File: src/ocss_pkg.sv
// ocss_pkg: shared types and constants of the obstacle cone and sphere scan
// no dependencies; imported by the result and config interfaces, ocss_front, ocss_back and the top level

package ocss_pkg;

    // fixed field widths
    localparam int FWD_W       = 23;
    localparam int SIDE_W      = 16;
    localparam int CFG_W       = 16;
    localparam int CFG_INDEX_W = 2;

    // scan limits, 1/1024 m
    localparam int FWD_MIN     = 102;
    localparam int BELOW_LIMIT = 205;

    localparam logic [FWD_W-1:0]  FWD_SAT  = '1;
    localparam logic [SIDE_W-1:0] SIDE_INF = '1;

    // configuration register indexes
    localparam logic [CFG_INDEX_W-1:0] CFG_CONE_BASE   = 2'd0;
    localparam logic [CFG_INDEX_W-1:0] CFG_CONE_SLOPE  = 2'd1;
    localparam logic [CFG_INDEX_W-1:0] CFG_SIDE_RADIUS = 2'd2;

    localparam logic [CFG_W-1:0] CONE_BASE_RESET   = 16'd512;
    localparam logic [CFG_W-1:0] CONE_SLOPE_RESET  = 16'd4096;
    localparam logic [CFG_W-1:0] SIDE_RADIUS_RESET = 16'd1024;

    localparam logic signed [15:0] HEADING_COS_RESET = 16'sd16384;

    // input queue between front and back
    localparam int FIFO_DEPTH = 4;
    localparam int FIFO_AW    = 2;

    typedef enum logic [1:0] {
        KIND_POSE,
        KIND_POSE_LAST,
        KIND_POINT,
        KIND_POINT_LAST
    } item_kind_t;

    typedef enum logic [1:0] {
        BK_RUN,
        BK_DRAIN,
        BK_ROOT,
        BK_EMIT
    } back_state_t;

    typedef struct packed {
        logic [CFG_W-1:0] cone_base_radius;
        logic [CFG_W-1:0] cone_slope;
        logic [CFG_W-1:0] side_radius;
    } cfg_t;

endpackage

File: src/ocss_if.sv
// ocss_if: valid/ready channel interfaces of the scan block (items, results, config)
// depends on ocss_pkg for field widths

interface ocss_in_if #(
    parameter int COORD_WIDTH = 24
);
    logic                          valid;
    logic                          ready;
    logic                          action;
    logic signed [COORD_WIDTH-1:0] coord_x;
    logic signed [COORD_WIDTH-1:0] coord_y;
    logic signed [COORD_WIDTH-1:0] coord_z;
    logic signed [15:0]            heading_cos;
    logic signed [15:0]            heading_sin;
    logic                          last;

    modport source (
        output valid, action, coord_x, coord_y, coord_z, heading_cos, heading_sin, last,
        input  ready
    );
    modport sink (
        input  valid, action, coord_x, coord_y, coord_z, heading_cos, heading_sin, last,
        output ready
    );
endinterface


File: src/ocss_front.sv
// ocss_front: accepts item words, classifies them as pose or point, queues them for the back
// depends on ocss_pkg and ocss_in_if

module ocss_front
    import ocss_pkg::*;
#(
    parameter int COORD_WIDTH = 24
)(
    input  logic                          clk,
    input  logic                          rst_n,
    ocss_in_if.sink                       item,
    output logic                          head_valid,
    output item_kind_t                    head_kind,
    output logic signed [COORD_WIDTH-1:0] head_x,
    output logic signed [COORD_WIDTH-1:0] head_y,
    output logic signed [COORD_WIDTH-1:0] head_z,
    output logic signed [15:0]            head_cos,
    output logic signed [15:0]            head_sin,
    input  logic                          head_pop
);

    item_kind_t                    kind_reg [FIFO_DEPTH];
    logic signed [COORD_WIDTH-1:0] x_reg    [FIFO_DEPTH];
    logic signed [COORD_WIDTH-1:0] y_reg    [FIFO_DEPTH];
    logic signed [COORD_WIDTH-1:0] z_reg    [FIFO_DEPTH];
    logic signed [15:0]            cos_reg  [FIFO_DEPTH];
    logic signed [15:0]            sin_reg  [FIFO_DEPTH];

    logic [FIFO_AW-1:0] wr_ptr_reg, wr_ptr_next;
    logic [FIFO_AW-1:0] rd_ptr_reg, rd_ptr_next;
    logic [FIFO_AW:0]   count_reg, count_next;
    logic               push;
    logic               pop;
    item_kind_t         kind_in;

    assign item.ready = (count_reg != (FIFO_AW+1)'(FIFO_DEPTH));
    assign push       = item.valid && item.ready;
    assign pop        = head_pop && head_valid;

    always_comb
    begin
        if (item.action)
            kind_in = item.last ? KIND_POINT_LAST : KIND_POINT;
        else
            kind_in = item.last ? KIND_POSE_LAST : KIND_POSE;
    end

    always_comb
    begin
        wr_ptr_next = push ? wr_ptr_reg + 1'b1 : wr_ptr_reg;
        rd_ptr_next = pop ? rd_ptr_reg + 1'b1 : rd_ptr_reg;
        count_next  = count_reg + (FIFO_AW+1)'(push) - (FIFO_AW+1)'(pop);
    end

    always_ff @(posedge clk or negedge rst_n)
    begin
        if (!rst_n)
        begin
            wr_ptr_reg <= '0;
            rd_ptr_reg <= '0;
            count_reg  <= '0;
        end
        else
        begin
            wr_ptr_reg <= wr_ptr_next;
            rd_ptr_reg <= rd_ptr_next;
            count_reg  <= count_next;
        end
    end

    always_ff @(posedge clk)
    begin
        if (push)
        begin
            kind_reg[wr_ptr_reg] <= kind_in;
            x_reg[wr_ptr_reg]    <= item.coord_x;
            y_reg[wr_ptr_reg]    <= item.coord_y;
            z_reg[wr_ptr_reg]    <= item.coord_z;
            cos_reg[wr_ptr_reg]  <= item.heading_cos;
            sin_reg[wr_ptr_reg]  <= item.heading_sin;
        end
    end

    assign head_valid = (count_reg != '0);
    assign head_kind  = kind_reg[rd_ptr_reg];
    assign head_x     = x_reg[rd_ptr_reg];
    assign head_y     = y_reg[rd_ptr_reg];
    assign head_z     = z_reg[rd_ptr_reg];
    assign head_cos   = cos_reg[rd_ptr_reg];
    assign head_sin   = sin_reg[rd_ptr_reg];

endmodule

File: src/flat_wrapper.sv
// flat-port wrapper written by rule: the top's interface ports become plain ports
module ocss_front_flat import ocss_pkg::*;
#(
    parameter int COORD_WIDTH = 24
)
  (clk, rst_n, head_valid, head_kind, head_x, head_y, head_z, head_cos, head_sin, head_pop, item_valid, item_action, item_coord_x, item_coord_y, item_coord_z, item_heading_cos, item_heading_sin, item_last, item_ready);
  ocss_in_if #(.COORD_WIDTH(COORD_WIDTH)) item_i ();
  input  logic clk;
  input  logic rst_n;
  output logic head_valid;
  output item_kind_t head_kind;
  output logic signed [COORD_WIDTH-1:0] head_x;
  output logic signed [COORD_WIDTH-1:0] head_y;
  output logic signed [COORD_WIDTH-1:0] head_z;
  output logic signed [15:0] head_cos;
  output logic signed [15:0] head_sin;
  input  logic head_pop;
  input wire logic [$bits(item_i.valid)-1:0] item_valid;
  input wire logic [$bits(item_i.action)-1:0] item_action;
  input wire logic [$bits(item_i.coord_x)-1:0] item_coord_x;
  input wire logic [$bits(item_i.coord_y)-1:0] item_coord_y;
  input wire logic [$bits(item_i.coord_z)-1:0] item_coord_z;
  input wire logic [$bits(item_i.heading_cos)-1:0] item_heading_cos;
  input wire logic [$bits(item_i.heading_sin)-1:0] item_heading_sin;
  input wire logic [$bits(item_i.last)-1:0] item_last;
  output wire logic [$bits(item_i.ready)-1:0] item_ready;
  assign item_i.valid = item_valid;
  assign item_i.action = item_action;
  assign item_i.coord_x = item_coord_x;
  assign item_i.coord_y = item_coord_y;
  assign item_i.coord_z = item_coord_z;
  assign item_i.heading_cos = item_heading_cos;
  assign item_i.heading_sin = item_heading_sin;
  assign item_i.last = item_last;
  assign item_ready = item_i.ready;
  ocss_front #(.COORD_WIDTH(COORD_WIDTH)) u_core (.clk(clk), .rst_n(rst_n), .item(item_i), .head_valid(head_valid), .head_kind(head_kind), .head_x(head_x), .head_y(head_y), .head_z(head_z), .head_cos(head_cos), .head_sin(head_sin), .head_pop(head_pop));
endmodule
File: config.mk
export PLATFORM = sky130hd
export DESIGN_NAME = ocss_front_flat
export DESIGN_NICKNAME = d
export VERILOG_FILES = /design/src/ocss_pkg.sv /design/src/ocss_if.sv /design/src/ocss_front.sv /design/src/flat_wrapper.sv
export SDC_FILE = /design/constraint.sdc
export NUM_CORES = 1
export LEC_CHECK = 0
export ABC_CLOCK_PERIOD_IN_PS = 8570
export BUFFER_PORTS_ARGS = -buffer_cell sky130_fd_sc_hd__clkbuf_2
export CAP_MARGIN = 20
export CORE_UTILIZATION = 60
export CTS_CLUSTER_SIZE = 8
export DETAILED_ROUTE_END_ITERATION = 7
export PLACE_DENSITY = 0.9
export SLEW_MARGIN = 20
export SYNTH_ARGS = -nofsm -noshare
export SYNTH_HDL_FRONTEND = slang
export SYNTH_SLANG_ARGS = --single-unit
export TNS_END_PERCENT = 30
File: constraint.sdc
create_clock -name clk -period 8.57 [get_ports clk]
set_input_delay 0.857 -clock clk [delete_from_list [all_inputs] [get_ports clk]]
set_output_delay 0.857 -clock clk [all_outputs]
set_load 0.01 [all_outputs]
Word level (Yosys, flattened, before mapping)
Memory sizes are Yosys's and may differ from the RTL's.
Cells that the tools add are included.
{ "op_classes": {"reduce_logical": 3, "n_mul": 0, "n_eq_ne": 1, "shift": 0, "div_mod_pow": 0, "add_sub_neg": 4, "bitwise_logic": 0, "magnitude_cmp": 0, "n_mux": 5} }
{ "op_table": {"columns": ["op", "count"], "rows": [
  ["2-bit by 1-bit adder with 2-bit output (second input constant)", 2],
  ["1-bit 2-to-1 mux", 4],
  ["3-bit by 1-bit adder with 3-bit output", 1],
  ["3-bit inequality test (second input constant)", 1],
  ["3-bit nonzero test", 1],
  ["3-bit by 1-bit subtractor with 3-bit output", 1],
  ["1-bit logical AND", 2],
  ["2-bit 2-to-1 mux", 1]
]} }
{ "totals": {"n_memories": 6, "out_inout_bits": 108, "rom_bits": 0, "latchBits": 0, "ramBits": 424, "wordCells": 22, "reg_bits": 7} }
{ "mem_list": {"columns": ["name", "words", "word_bits", "rd", "rd_ports_with_merged_regs", "write_ports", "line_no", "source"], "rows": [
  ["u_core.x_reg", 4, 24, 1, 0, 1, "ocss_front.sv:23", "logic signed [COORD_WIDTH-1:0] x_reg [FIFO_DEPTH];"],
  ["u_core.y_reg", 4, 24, 1, 0, 1, "ocss_front.sv:24", "logic signed [COORD_WIDTH-1:0] y_reg [FIFO_DEPTH];"],
  ["u_core.z_reg", 4, 24, 1, 0, 1, "ocss_front.sv:25", "logic signed [COORD_WIDTH-1:0] z_reg [FIFO_DEPTH];"],
  ["u_core.cos_reg", 4, 16, 1, 0, 1, "ocss_front.sv:26", "logic signed [15:0] cos_reg [FIFO_DEPTH];"],
  ["u_core.sin_reg", 4, 16, 1, 0, 1, "ocss_front.sv:27", "logic signed [15:0] sin_reg [FIFO_DEPTH];"],
  ["u_core.kind_reg", 4, 2, 1, 0, 1, "ocss_front.sv:22", "item_kind_t kind_reg [FIFO_DEPTH];"]
]} }

Longest topological paths before layout
{ "depth": {"depth_word": 4, "mapped_depth": 8} }

Least setup slack after synthesis
No wires, ideal clock.
{ "synth_path": {"path_kind": "input -> register", "start": "input item_valid", "end": "memory u_core.cos_reg[0][0] (enable)", "path_stages": 1, "setup_time_ps": 478, "n_path_buf": 0, "arrival_time_ps": 3367, "slack_ps": 4726, "cell_sequence": "and3b_1"} }
{ "synth_between": {"elab_chain_cells": 3} }
{ "synth_rtl": {"columns": ["element", "line_no", "source"], "rows": [
  ["start: declaration", "flat_wrapper.sv:18", "input wire logic [$bits(item_i.valid)-1:0] item_valid;"],
  ["1-bit logical AND", "ocss_front.sv:37", "assign push = item.valid && item.ready;"],
  ["1-bit 2-to-1 mux", "ocss_front.sv:73", "if (push)"],
  ["1-bit 2-to-1 mux (not written as such)", "ocss_front.sv:79", "cos_reg[wr_ptr_reg] <= item.heading_cos;"],
  ["end: declaration", "ocss_front.sv:26", null]
]} }
Every way passes these cells.

Worst setup path after layout
{ "layout_path": {"start": "register u_core.rd_ptr_reg[0]", "end": "output head_sin[10]"} }
{ "layout_between": {"elab_chain_cells": 1} }
{ "layout_rtl": {"columns": ["element", "line_no", "source"], "rows": [
  ["start: declaration", "ocss_front.sv:30", "logic [FIFO_AW-1:0] rd_ptr_reg, rd_ptr_next;"],
  ["start signal: assignment", "ocss_front.sv:66", "rd_ptr_reg <= rd_ptr_next;"],
  ["memory read 4 x 16 bit", null, null],
  ["end: declaration", "flat_wrapper.sv:16", "output logic signed [15:0] head_sin;"]
]} }
Every way passes these cells.

==> impl_metrics.sql <==
INSERT INTO impl_metrics (metric_group, metric, value, unit) VALUES
('finish', 'multi_input_comb_area', '2665', 'um2'),
('yosys', 'syn_area', '15730', 'um2'),
('drt', 'route.vias.total', '7166', ''),
('setup_path', 'crit_path_cell_trace', 'buf_4 > buf_4 > mux4_2 > clkbuf_2', ''),
('setup_path', 'crit_path_end_kind', 'primary output', ''),
('global_routing', 'overflow', '0', ''),
('drt', 'met3_wirelength', '2155', 'um'),
('cts', 'cts_htree_levels', '2', ''),
('finish', 'flow.area_growth_from_synthesis', '19.08', '%'),
('setup_path', 'crit_path_top_delay_cell', 'sky130_fd_sc_hd__buf_4', ''),
('power_and_ir_drop', 'p_sw_share', '28.35', '%'),
('global_routing', 'grt_usage', '23.35', '%'),
('cts', 'postCtsHoldBufs', '0', ''),
('yosys', 'async_flop_share', '1.624', '%'),
('yosys', 'yosys.cell_count.top_type', 'sky130_fd_sc_hd__edfxtp_1', ''),
('yosys', 'synth_top_cell_by_area', 'sky130_fd_sc_hd__edfxtp_1', ''),
('place', 'numPortBuffers', '217', ''),
('yosys', 'synth_sequential_area_ratio', '82.07', '%'),
('drt', 'route.final.wire_length', '30220', 'um'),
('power_and_ir_drop', 'p_leak', '0.006472', 'uW'),
('sta', 'worst_slew_pin_slew', '1.027', 'ns'),
('power_and_ir_drop', 'combinational_power_share', '26.5', '%'),
('place', 'placed_area', '17160', 'um2'),
('sta', 'report.final.hold_viol_count', '0', ''),
('setup_path', 'timing.critical_path.max_delay_family', 'buffers and inverters', ''),
('floorplan', 'fp.dieW', '163.9', 'um'),
('floorplan', 'die_area', '26860', 'um2'),
('yosys', 'synthTopCellsByArea', 'sky130_fd_sc_hd__edfxtp_1 (81%), sky130_fd_sc_hd__mux4_2 (15%), sky130_fd_sc_hd__dfrtp_1 (1.1%), sky130_fd_sc_hd__ha_1 (0.48%), sky130_fd_sc_hd__buf_2 (0.41%)', ''),
('drt', 'drt_first_pass_iters', '5', ''),
('cts', 'cts_resized', '0', ''),
('global_routing', 'first_pass_grt_wire_length', '45020', 'um'),
('sta', 'slew-limit-headroom', '31.52', '%'),
('drt', 'ant_nets', '0', ''),
('cts', 'worst_skew_pair.late_latency', '0.56', 'ns'),
('global_routing', 'grt_start_max_net_pins', '69', ''),
('cts', 'number_of_sinks_handled_by_clock_tree_synthesis', '431', ''),
('finish', 'design_area', '18730', 'um2'),
('sta', 'setup_total_negative_slack', '0', 'ns'),
('cts', 'clkSlewWorstSetupHoldPaths', '0.05', 'ns'),
('status', 'run_status', 'finished clean', ''),
('floorplan', 'die_height', '163.9', 'um'),
('floorplan', 'fp-row-count', '58', ''),
('floorplan', 'ioPinCount', '218', ''),
('yosys', 'synth.ff_latch_count', '431', ''),
('power_and_ir_drop', 'powerDensity', '360.9', 'nW/um2'),
('power_and_ir_drop', 'share_clk_of_total_power', '29.5', '%'),
('finish', 'post-route-util', '73.52', '%'),
('job', 'max_cap_viol_count', '0', ''),
('cts', 'tritoncts', 'done', ''),
('sta', 'timing.final.crit_share', '53.77', '%'),
('finish', 'area.sequential', '12910', 'um2'),
('finish', 'ratio_of_cells_with_drive_above_1_in_the_final_layout', '45.80', '%'),
('power_and_ir_drop', 'p_switching', '1916', 'uW'),
('yosys', 'ys_warns', '0', ''),
('setup_path', 'crit_type', 'reg2out', ''),
('cts', 'clock_buffers_created_by_tritoncts', '59', ''),
('finish', 'design.final.nets', '974', ''),
('drt', 'remaining_drc_errors', '0', ''),
('sta', 'fin_worst_skew', '0.01727', 'ns'),
('sta', 'setup_violating_endpoint_count_in_the_final_report', '0', ''),
('drt', 'post_drt_via_cell_ratio', '5.972', ''),
('sta', 'post-route-min-period', '4.608', 'ns'),
('global_routing', 'grt_pass1_vias', '7933', ''),
('place', 'routabilityCongestion', '0.7182', ''),
('sta', 'slew_viol_final', '0', ''),
('setup_path', 'timing.critical_path.mode_cell', 'sky130_fd_sc_hd__buf_4', ''),
('global_routing', 'antenna_violations_before_repair', '2', ''),
('drt', 'drt_first_iter_violations', '608', ''),
('cts', 'clockBufferDepth', '3', ''),
('yosys', 'mappedNetlistNets', '713', ''),
('setup_path', 'crit_buf_inv', '3', '');
## layout make-up
class	count	share of cell area, %
sequential	431	68.96
multi-input combinational	134	14.23
clock buffer	71	8.238
timing repair buffer	224	6.080
tap	330	2.205
inverter	7	0.1403
clock inverter	2	0.1336
antenna	1	0.01336
## through the flow
| step | setup slack, ns | cells | total power, uW |
|---|---|---|---|
| after floorplan | 4.726 | 596 | 4163 |
| after global placement | 4.438 | 1126 | 4761 |
| final | 3.962 | 1200 | 6758 |
| after CTS | 3.816 | 1199 | 6847 |
| after global routing | 3.639 | 1199 | 7054 |
| after detailed placement | 4.436 | 1126 | 4823 |
## final timing paths
kind | startpoint | end | slack (ns) | cells after the start
min in group clk | item_coord_x[6] | u_core.x_reg[1][6] | 0.51 | 1
max in group asynchronous | rst_n | u_core.rd_ptr_reg[1] | 8.22 | 1
worst max-delay path | u_core.rd_ptr_reg[0] | head_sin[10] | 3.96 | 4
worst max register to register | u_core.count_reg[1] | u_core.sin_reg[1][9] | 5.67 | 3
worst min register to register | u_core.wr_ptr_reg[1] | u_core.wr_ptr_reg[1] | 0.60 | 2
worst min-delay path | rst_n | u_core.wr_ptr_reg[0] | 0.14 | 1
## power groups by stage
stage	combinational (uW)	clock, uW	sequential [uW]
after floorplan	1240	0	2920
after global placement	1780	0	2980
after detailed placement	1810	0	3010
after CTS	1840	2030	2980
after global routing	1930	2120	3010
final	1790	1990	2980
## metal layers
metal | track usage, % | vias to the layer above
li1 | - | 3085
met1 | 28.48 | 3721
met2 | 40.23 | 300
met3 | 6.389 | 58
met4 | 8.418 | 2
met5 | 0 | -
## layout by cell type (no fill, tap or decap)
master	instances
sky130_fd_sc_hd__or3_1	1
sky130_fd_sc_hd__mux4_2	106
sky130_fd_sc_hd__buf_4	7
sky130_fd_sc_hd__nor3b_1	1
sky130_fd_sc_hd__inv_1	7
sky130_fd_sc_hd__xnor2_1	3
sky130_fd_sc_hd__inv_6	1
sky130_fd_sc_hd__nor2b_1	1
sky130_fd_sc_hd__nand2b_1	3
sky130_fd_sc_hd__nand2_1	1
sky130_fd_sc_hd__fa_1	1
sky130_fd_sc_hd__dfrtp_4	2
sky130_fd_sc_hd__clkbuf_1	11
sky130_fd_sc_hd__edfxtp_1	424
sky130_fd_sc_hd__clkbuf_2	217
sky130_fd_sc_hd__nand4bb_1	2
sky130_fd_sc_hd__clkbuf_16	60
sky130_fd_sc_hd__ha_1	6
sky130_fd_sc_hd__o211ai_1	2
sky130_fd_sc_hd__clkinv_8	1
sky130_fd_sc_hd__xor2_1	1
sky130_fd_sc_hd__o31a_1	1
sky130_fd_sc_hd__o311ai_0	1
sky130_fd_sc_hd__diode_2	1
sky130_fd_sc_hd__and3b_4	4
sky130_fd_sc_hd__dfrtp_1	5
## kinds of logic after synthesis
group,count (synthesis),synth area share [%]
and+or+nand+nor,13,0.6365
muxes,106,15.18
AOI/OAI and AO/OA,4,0.2068
xor gates and xnor gates,4,0.2228
buffers and inverters,31,1.082
adders and majority gates,7,0.6046
DFF,431,82.07
Note: power is estimated with default switching activity, not from simulation.
